`src/hw/rtl/aps_pkg.sv`:
```
// Shared types and constants for the aging priority task scheduler.
// No dependencies; used by aps_div and the scheduler core.
package aps_pkg;

   localparam int TASK_COUNT = 16;
   localparam int IDX_W = (TASK_COUNT > 1) ? $clog2(TASK_COUNT) : 1;
   localparam logic [8:0] QUOT_MAX = 9'd511;
   localparam logic [15:0] AGING_RESET = 16'd100;

   localparam logic [2:0] OP_TICK    = 3'd0;
   localparam logic [2:0] OP_LOAD    = 3'd1;
   localparam logic [2:0] OP_SCHED   = 3'd2;
   localparam logic [2:0] OP_BLOCK   = 3'd3;
   localparam logic [2:0] OP_UNBLOCK = 3'd4;

   localparam logic [1:0] ST_FREE    = 2'd0;
   localparam logic [1:0] ST_READY   = 2'd1;
   localparam logic [1:0] ST_RUNNING = 2'd2;
   localparam logic [1:0] ST_BLOCKED = 2'd3;

   localparam logic [1:0] STATUS_OK      = 2'd0;
   localparam logic [1:0] STATUS_EMPTY   = 2'd1;
   localparam logic [1:0] STATUS_INVALID = 2'd2;

   typedef struct packed {
      logic [2:0] opcode;
      logic [3:0] task_id;
      logic [7:0] task_priority;
   } req_type;

   typedef struct packed {
      logic [3:0] running_id;
      logic       running_valid;
      logic [1:0] status_code;
   } rsp_type;

   typedef struct packed {
      logic [1:0]  state;
      logic [7:0]  prio;
      logic [31:0] wake_tick;
      logic [31:0] stamp;
   } entry_type;

   localparam int ENTRY_W = $bits(entry_type);

endpackage

```
`src/hw/rtl/aps_ram.sv`:
```
// Generic single write port, single read port RAM with registered read.
// No dependencies.
module aps_ram #(
   parameter int WIDTH = 8,
   parameter int DEPTH = 16
) (
   input  logic                     clock,
   input  logic                     wr_en,
   input  logic [$clog2(DEPTH)-1:0] wr_addr,
   input  logic [WIDTH-1:0]         wr_data,
   input  logic [$clog2(DEPTH)-1:0] rd_addr,
   output logic [WIDTH-1:0]         rd_data
);

   logic [WIDTH-1:0] mem [DEPTH];
   logic [WIDTH-1:0] rd_data_ff;

   always_ff @(posedge clock) begin
      if (wr_en) begin
         mem[wr_addr] <= wr_data;
      end
      rd_data_ff <= mem[rd_addr];
   end

   assign rd_data = rd_data_ff;

endmodule

```
`src/hw/rtl/aps_div.sv`:
```
// Saturating age / interval divider, one quotient bit per cycle.
// Depends on aps_pkg for the quotient limit.
module aps_div (
   input  logic        clock,
   input  logic        reset,
   input  logic        start,
   input  logic [31:0] age,
   input  logic [15:0] interval,
   output logic        done,
   output logic [8:0]  quot
);

   logic        busy_ff, busy_in;
   logic        done_ff, done_in;
   logic [3:0]  bit_ff, bit_in;
   logic [24:0] rem_ff, rem_in;
   logic [15:0] div_ff, div_in;
   logic [8:0]  quot_ff, quot_in;
   logic [15:0] iv;
   logic [24:0] shifted;

   always_comb begin
      iv = (interval == 16'd0) ? 16'd1 : interval;
      shifted = {9'd0, div_ff} << bit_ff;
      busy_in = busy_ff;
      done_in = 1'b0;
      bit_in = bit_ff;
      rem_in = rem_ff;
      div_in = div_ff;
      quot_in = quot_ff;
      if (start) begin
         div_in = iv;
         // age >= 512 * iv saturates
         if (age[31:9] >= {7'd0, iv}) begin
            quot_in = aps_pkg::QUOT_MAX;
            done_in = 1'b1;
            busy_in = 1'b0;
         end else begin
            rem_in = age[24:0];
            quot_in = 9'd0;
            bit_in = 4'd8;
            busy_in = 1'b1;
         end
      end else if (busy_ff) begin
         if (rem_ff >= shifted) begin
            rem_in = rem_ff - shifted;
            quot_in[bit_ff] = 1'b1;
         end
         if (bit_ff == 4'd0) begin
            busy_in = 1'b0;
            done_in = 1'b1;
         end else begin
            bit_in = bit_ff - 4'd1;
         end
      end
   end

   always_ff @(posedge clock) begin
      if (reset) begin
         busy_ff <= 1'b0;
         done_ff <= 1'b0;
      end else begin
         busy_ff <= busy_in;
         done_ff <= done_in;
      end
      bit_ff <= bit_in;
      rem_ff <= rem_in;
      div_ff <= div_in;
      quot_ff <= quot_in;
   end

   assign done = done_ff;
   assign quot = quot_ff;

endmodule

```
`src/hw/rtl/aging_priority_task_scheduler_core.sv`:
```
// Aging priority task scheduler: task table in RAM, sequencer, result register.
// Tick goes straight to the response; load/unblock read and rewrite one entry. Schedule/block
// first requeue or block the running task (schedule skips this when nothing runs), then scan
// TASK_COUNT RAM reads, each ready entry running the 9-step divider. One transaction at a time.
// Reset: synchronous; clears control, counters and per-entry valid bits
// (entries never written read as free), no clearing pass.
module aging_priority_task_scheduler_core (
   input  logic             clock,
   input  logic             reset,
   input  logic             req_valid,
   output logic             req_stall,
   input  aps_pkg::req_type req_data,
   output logic             rsp_valid,
   input  logic             rsp_stall,
   output aps_pkg::rsp_type rsp_data,
   input  logic             csr_valid,
   output logic             csr_ready,
   input  logic [15:0]      csr_data
);

   localparam int IW = aps_pkg::IDX_W;

   typedef enum logic [3:0] {
      S_IDLE, S_ID_WAIT, S_ID_CHK, S_CUR_WAIT, S_CUR_CHK,
      S_SCAN_WAIT, S_SCAN_CHK, S_DIV, S_PICK, S_RESP
   } state_type;

   state_type state_ff;
   logic [15:0] aging_ff;
   logic [31:0] tick_ff, stamp_ff;
   logic [IW-1:0] cur_ff, addr_ff, best_ff;
   logic cur_valid_ff, found_ff;
   logic [2:0] op_ff;
   logic [7:0] prio_ff;
   logic [1:0] status_ff;
   logic signed [9:0] best_pts_ff;
   logic [31:0] best_wait_ff;
   aps_pkg::entry_type best_ent_ff, cand_ff;
   logic [aps_pkg::TASK_COUNT-1:0] valid_ff;
   logic rsp_valid_ff;
   aps_pkg::rsp_type rsp_ff;

   logic wr_en;
   logic [IW-1:0] wr_addr;
   aps_pkg::entry_type wr_ent, rd_ent;
   logic [aps_pkg::ENTRY_W-1:0] rd_raw;
   logic [1:0] rd_state;
   logic div_start, div_done;
   logic [8:0] div_quot;
   logic signed [9:0] pts;
   logic [31:0] wait_cnt;
   logic better, last;

   aps_ram #(.WIDTH(aps_pkg::ENTRY_W), .DEPTH(aps_pkg::TASK_COUNT)) u_table (
      .clock  (clock),
      .wr_en  (wr_en),
      .wr_addr(wr_addr),
      .wr_data(wr_ent),
      .rd_addr(addr_ff),
      .rd_data(rd_raw)
   );

   aps_div u_div (
      .clock   (clock),
      .reset   (reset),
      .start   (div_start),
      .age     (tick_ff - rd_ent.wake_tick),
      .interval(aging_ff),
      .done    (div_done),
      .quot    (div_quot)
   );

   always_comb begin
      rd_ent = rd_raw;
      rd_state = valid_ff[addr_ff] ? rd_ent.state : aps_pkg::ST_FREE;
      last = (addr_ff == IW'(aps_pkg::TASK_COUNT - 1));
      pts = $signed({2'b00, cand_ff.prio}) - $signed({1'b0, div_quot});
      wait_cnt = stamp_ff - cand_ff.stamp;
      better = !found_ff || (pts < best_pts_ff) ||
               ((pts == best_pts_ff) && (wait_cnt > best_wait_ff));
      div_start = (state_ff == S_SCAN_CHK) && (rd_state == aps_pkg::ST_READY);
      wr_en = 1'b0;
      wr_addr = addr_ff;
      wr_ent = rd_ent;
      case (state_ff)
         S_ID_CHK: begin
            if ((op_ff == aps_pkg::OP_LOAD && rd_state == aps_pkg::ST_FREE) ||
                (op_ff == aps_pkg::OP_UNBLOCK && rd_state == aps_pkg::ST_BLOCKED)) begin
               wr_en = 1'b1;
               wr_ent.state = aps_pkg::ST_READY;
               if (op_ff == aps_pkg::OP_LOAD) begin
                  wr_ent.prio = prio_ff;
               end
               wr_ent.wake_tick = tick_ff;
               wr_ent.stamp = stamp_ff;
            end
         end
         S_CUR_CHK: begin
            if (op_ff == aps_pkg::OP_BLOCK) begin
               wr_en = 1'b1;
               wr_ent.state = aps_pkg::ST_BLOCKED;
            end else if (rd_state == aps_pkg::ST_RUNNING) begin
               wr_en = 1'b1;
               wr_ent.state = aps_pkg::ST_READY;
               wr_ent.wake_tick = tick_ff;
               wr_ent.stamp = stamp_ff;
            end
         end
         S_PICK: begin
            wr_en = found_ff;
            wr_addr = best_ff;
            wr_ent = best_ent_ff;
            wr_ent.state = aps_pkg::ST_RUNNING;
         end
         default: begin
         end
      endcase
   end

   always_ff @(posedge clock) begin
      if (reset) begin
         state_ff <= S_IDLE;
         aging_ff <= aps_pkg::AGING_RESET;
         tick_ff <= 32'd0;
         stamp_ff <= 32'd0;
         cur_ff <= '0;
         cur_valid_ff <= 1'b0;
         found_ff <= 1'b0;
         valid_ff <= '0;
         rsp_valid_ff <= 1'b0;
      end else begin
         if (csr_valid) begin
            aging_ff <= csr_data;
         end
         if (wr_en) begin
            valid_ff[wr_addr] <= 1'b1;
         end
         // S_RESP handles its own handshake below
         if (rsp_valid_ff && !rsp_stall && state_ff != S_RESP) begin
            rsp_valid_ff <= 1'b0;
         end
         case (state_ff)
            S_IDLE: begin
               if (req_valid) begin
                  op_ff <= req_data.opcode;
                  prio_ff <= req_data.task_priority;
                  status_ff <= aps_pkg::STATUS_OK;
                  addr_ff <= '0;
                  found_ff <= 1'b0;
                  state_ff <= S_RESP;
                  case (req_data.opcode)
                     aps_pkg::OP_TICK: tick_ff <= tick_ff + 32'd1;
                     aps_pkg::OP_LOAD, aps_pkg::OP_UNBLOCK: begin
                        if ({28'd0, req_data.task_id} < 32'(aps_pkg::TASK_COUNT)) begin
                           addr_ff <= IW'(req_data.task_id);
                           state_ff <= S_ID_WAIT;
                        end else begin
                           status_ff <= aps_pkg::STATUS_INVALID;
                        end
                     end
                     aps_pkg::OP_SCHED: begin
                        if (cur_valid_ff) begin
                           addr_ff <= cur_ff;
                           state_ff <= S_CUR_WAIT;
                        end else begin
                           state_ff <= S_SCAN_WAIT;
                        end
                     end
                     aps_pkg::OP_BLOCK: begin
                        if (cur_valid_ff) begin
                           addr_ff <= cur_ff;
                           state_ff <= S_CUR_WAIT;
                        end else begin
                           status_ff <= aps_pkg::STATUS_INVALID;
                        end
                     end
                     default: status_ff <= aps_pkg::STATUS_INVALID;
                  endcase
               end
            end
            S_ID_WAIT: state_ff <= S_ID_CHK;
            S_ID_CHK: begin
               if (wr_en) begin
                  stamp_ff <= stamp_ff + 32'd1;
               end else begin
                  status_ff <= aps_pkg::STATUS_INVALID;
               end
               state_ff <= S_RESP;
            end
            S_CUR_WAIT: state_ff <= S_CUR_CHK;
            S_CUR_CHK: begin
               if (wr_en && op_ff == aps_pkg::OP_SCHED) begin
                  stamp_ff <= stamp_ff + 32'd1;
               end
               cur_valid_ff <= 1'b0;
               addr_ff <= '0;
               state_ff <= S_SCAN_WAIT;
            end
            S_SCAN_WAIT: state_ff <= S_SCAN_CHK;
            S_SCAN_CHK: begin
               cur_valid_ff <= 1'b0;
               if (div_start) begin
                  cand_ff <= rd_ent;
                  state_ff <= S_DIV;
               end else if (last) begin
                  state_ff <= S_PICK;
               end else begin
                  addr_ff <= addr_ff + IW'(1);
                  state_ff <= S_SCAN_WAIT;
               end
            end
            S_DIV: begin
               if (div_done) begin
                  if (better) begin
                     found_ff <= 1'b1;
                     best_pts_ff <= pts;
                     best_wait_ff <= wait_cnt;
                     best_ff <= addr_ff;
                     best_ent_ff <= cand_ff;
                  end
                  if (last) begin
                     state_ff <= S_PICK;
                  end else begin
                     addr_ff <= addr_ff + IW'(1);
                     state_ff <= S_SCAN_WAIT;
                  end
               end
            end
            S_PICK: begin
               if (found_ff) begin
                  cur_ff <= best_ff;
                  cur_valid_ff <= 1'b1;
               end else begin
                  status_ff <= aps_pkg::STATUS_EMPTY;
               end
               state_ff <= S_RESP;
            end
            S_RESP: begin
               if (!rsp_valid_ff || !rsp_stall) begin
                  rsp_valid_ff <= 1'b1;
                  rsp_ff.running_id <= cur_valid_ff ? 4'(cur_ff) : 4'd0;
                  rsp_ff.running_valid <= cur_valid_ff;
                  rsp_ff.status_code <= status_ff;
                  state_ff <= S_IDLE;
               end
            end
            default: state_ff <= S_IDLE;
         endcase
      end
   end

   assign req_stall = (state_ff != S_IDLE);
   assign rsp_valid = rsp_valid_ff;
   assign rsp_data = rsp_ff;
   assign csr_ready = 1'b1;

endmodule

```
`config.mk`:
```
export PLATFORM = sky130hd
export DESIGN_NAME = aging_priority_task_scheduler_core
export DESIGN_NICKNAME = d
export VERILOG_FILES = /design/src/hw/rtl/aps_pkg.sv /design/src/hw/rtl/aps_ram.sv /design/src/hw/rtl/aps_div.sv /design/src/hw/rtl/aging_priority_task_scheduler_core.sv
export SDC_FILE = /design/constraint.sdc
export NUM_CORES = 2
export LEC_CHECK = 0
export BUFFER_PORTS_ARGS = -buffer_cell sky130_fd_sc_hd__buf_4
export CORE_MARGIN = 4
export CORE_UTILIZATION = 55
export CTS_BUF_LIST = sky130_fd_sc_hd__clkbuf_4
export DETAILED_ROUTE_END_ITERATION = 10
export PLACE_DENSITY = 0.71
export SYNTH_ARGS = -nofsm -noshare
export SYNTH_HDL_FRONTEND = slang
export SYNTH_SLANG_ARGS = --single-unit
```
`constraint.sdc`:
```
create_clock -name clock -period 17.93 [get_ports clock]
set_input_delay 1.793 -clock clock [delete_from_list [all_inputs] [get_ports clock]]
set_output_delay 1.793 -clock clock [all_outputs]
set_load 0.05 [all_outputs]
```
==> metrics.md <==
| Metric | Value |
|---|---|
| Outcome | completed |
| Setup Total Neg Slack | 0 ns |
| Synth Area in XOR/XNOR | 1.60% |
| Post-synth EDFFs | 1452 |
| Relative slew slack | 17.2% |
| Final HPWL DP | between 80000 and 90000 um |
| Yosys top cell area share | 64.4% |
| Synth area leader | edfxtp_1 |
| RSZ-0062 raised after global routing | no |
| Fin Hold WS | 0.404 ns |
| Mapped cell area | between 60000 and 70000 um^2 |
| CP endpoint kind | flip-flop |
| Routed Antenna Nets | 0 |
| Routed length per instance | 24.2 um |
| Pleak | ~26 nW |
| Hold-fix buffers at CTS | 0 |
| I/O Buffers | 44 |
| Clock buffer depth | 4 |
| Top cells by count, synth | 1452 x edfxtp_1, 378 x mux4_2, 275 x nand2_1 |
| Max Clk Rate | 145 MHz |
| Compound-Gate Fraction of Synth Area | ~5.3% |
| Final #Nets | 4533 |
| Warnings, synthesis | 0 |
| Peak VDD IR | 93.5 uV |
| Global-route wire length before repair | 234000 um |
| I/O pin count | 46 |
| Grt total ovfl | 0 |
| Setup Viol. Count Final | 0 |
| CP arrival | between 7 and 8 ns |
| Worst path slowest cell | a2111oi_0 |
| Total track usage | 23.8% |
| Simple-gate area share of the yosys netlist | 4.95% |
| Crit start category | flip-flop |
| Vias in the first global route | between 30k and 40k |
| Post-CTS setup buffers | 0 |
| TritonCTS clock tree | yes |
| Max FO, Critical Path | 25 |
| Post-Synth Adder-Cell Area | 3.07% |
| Hold Vio Cnt, Final | 0 |
| Hold path startpoint | cand_ff[40]$_DFFE_PP_ |
| Syn Nets | approximately 4.2k |
| First-pass DRT Iterations | 6 |
| Hold Crit Class | reg -> reg |
| Core ar. | 122000 um^2 |
| Final wirelength | 152000 um |
| Fin Clk Skew | 0.107 ns |
| Antenna violations before repair | 2 |
| Area Growth Syn to Fin | 11.3% |
| Row count | 128 |
| Distinct cells, synth | 74 |
| Vias | around 38k |
| Crit-path cells | inv_1 -> ha_1 -> inv_1 -> fa_1 -> a211oi_1 -> o211ai_1 -> a31oi_1 -> nand4_1 -> a31oi_1 -> xnor2_1 -> ha_1 -> a2111oi_0 -> o2111ai_1 -> a311o_1 -> a2111oi_0 -> and4_1 -> o21bai_2 -> buf_4 |
| Clock slew at reported path FFs | 0.07 ns |
| Fillers | 8918 |
| Critical path origin | tick_ff[0]$_SDFFE_PP0P_ |
| DR iter-0 viols | roughly 3.8k |
| CTS H-tree lvls | 5 |
| Period utilization | 38.6% |
| Seq/Total Area, Yosys | 69.8% |
| #FFs+latches synth | 1635 |
| Max-slew violation count | 0 |
| Power per cell area | approximately 120 nW/um^2 |
| # DRC | 0 |
| Top FF cell, synth | edfxtp_1 |
| Multiplexer area fraction after synthesis | between 10% and 20% |
| Clock Tree Root | clkbuf_4 |
| Count leader, synth | edfxtp_1 |
| Slowest stage delay, CP | 0.90 ns |
| Vert. Die Dim | 359 um |
| CTS resizes | 0 |
| Syn avg cell area | 17.0 um^2 |
| Maxcap violations | 0 |
| Vias per cell | 6.00 |
| Slew @ Worst Pin | 1.24 ns |
| Fraction of layout cells with a size suffix above 1 | 25.5% |
| Largest net degree at the start of global routing | 140 |
| Clock sink total | 1635 |
| Routability cong. | 0.912 |
| Top post-synthesis cells by area | edfxtp_1 64%, mux4_2 13%, dfxtp_1 5.4% |
| Main combinational cell family by area after synthesis | multiplexers |
| WS Path Type | reg -> reg |
| CP Data Required Time | ~19 ns |
| Die Footprint | 129000 um^2 |
| Mapped Cells | 3977 |
| Starting Density | 55.5% |
| Minimum clock period | 6.91 ns |
| Worst r2r src | tick_ff[0]$_SDFFE_PP0P_ |
| Total CTS buffers | 416 |
| Clock Latency Late Sink | 1.34 ns |
| Die width | approximately 360 um |
| Ys async rst share | 0% |
-- area by class of cell --
| cell class | count | area (um^2) | area share (%) |
|---|---|---|---|
| clock buffer | 620 | 4650 | 6.18 |
| clock inverter | 130 | 617 | 0.819 |
| sequential | 1635 | 47300 | 62.7 |
| inverter | 184 | 693 | 0.920 |
| tap | 1625 | 2030 | 2.70 |
| multi-input combinational | 1988 | 19200 | 25.5 |
| timing repair buffer | 108 | 836 | 1.11 |
| antenna | 6 | 15.0 | 0.0199 |
-- placed cells by master, fill, tap and decap left out, types with 19 or more instances in the layout --
master    netlist  final
nand4_1        36     36
dfxtp_1       183    183
mux4_2        378    378
xor2_1         59     59
clkinv_2        0     19
nand3_1        46     46
a211oi_1       24     24
mux2i_1        33     33
nand2_1       275    275
nor3_1         35     35
o21ai_0       105    104
a31oi_1        20     20
buf_4           2    106
ha_1          160    160
nor2_1        176    158
and3_1         26     26
nor2b_1        23     23
a21oi_1       147    147
a21o_1         46     46
clkinv_1        0    104
or3_1          30     30
inv_1         182    182
xnor2_1        65     65
clkbuf_4        0    620
edfxtp_1     1452   1452
a22oi_1        80     80
o21a_1         39     39
-- through the flow --
step	setup slack (ns)	total power, mW	util [%]	cells	instance area (um^2)
floorplan	12.07	5.77	-	3977	67700
global placement	10.93	6.19	57.4	5540	70100
detailed placement	10.92	6.22	57.4	5540	70100
CTS	10.83	9.32	61.7	6290	75300
global route	10.45	9.69	61.7	6295	75400
finish	11.02	9.23	61.7	6296	75400
-- routing by layer --
layer  share of wire [%]  wire [um]  GRT usage [%]  up-vias
met4                 2.6       3970           8.32        0
met2                  48      72500           37.1     1715
met5                   0          0              0        -
met1                  41      63200           33.8    19000
li1                    -          -              -    16700
met3                 8.3      12700           5.27      266
-- worst paths after layout --
check	endpoint	slack, ns	depth (start not counted)
min reg2reg	best_ent_ff[40]$_DFFE_PP_	0.40	0
min	best_ent_ff[40]$_DFFE_PP_	0.40	0
max reg2reg	u_div.rem_ff[6]$_DFFE_PP_	11.02	18
max	u_div.rem_ff[6]$_DFFE_PP_	11.02	18
-- cell families after synthesis --
kind of cell,count (synthesis)
compound gates,553
xor+xnor,124
fa+ha+maj,164
buf+inv,354
flops,1635
mux,422
other cells,1
simple gates,724
-- critical path: cells and delay by family (launching register included) --
family	cells	cell delay (ns)
fa+ha+maj	3	0.88
buf+inv	3	0.49
xor+xnor	1	0.26
simple gates	2	0.87
flops	1	0.37
compound gates	9	3.61
-- state kept, by name, indices dropped and copies added, names as in the netlist, 16 cells and up --
signal	cells
aging_ff	16
best_ent_ff	72
best_wait_ff	32
cand_ff	72
stamp_ff	32
tick_ff	32
u_div.div_ff	16
u_div.rem_ff	25
u_table.mem	1184
u_table.rd_data	74
valid_ff	16
-- power by group --
group	total [mW]	internal, mW	switching, mW
Combinational	1.36	0.474	0.888
Sequential	4.77	4.68	0.0864
Clock	3.10	1.64	1.46
Total	9.23	6.79	2.43
Power figures use the tool's default switching activity.
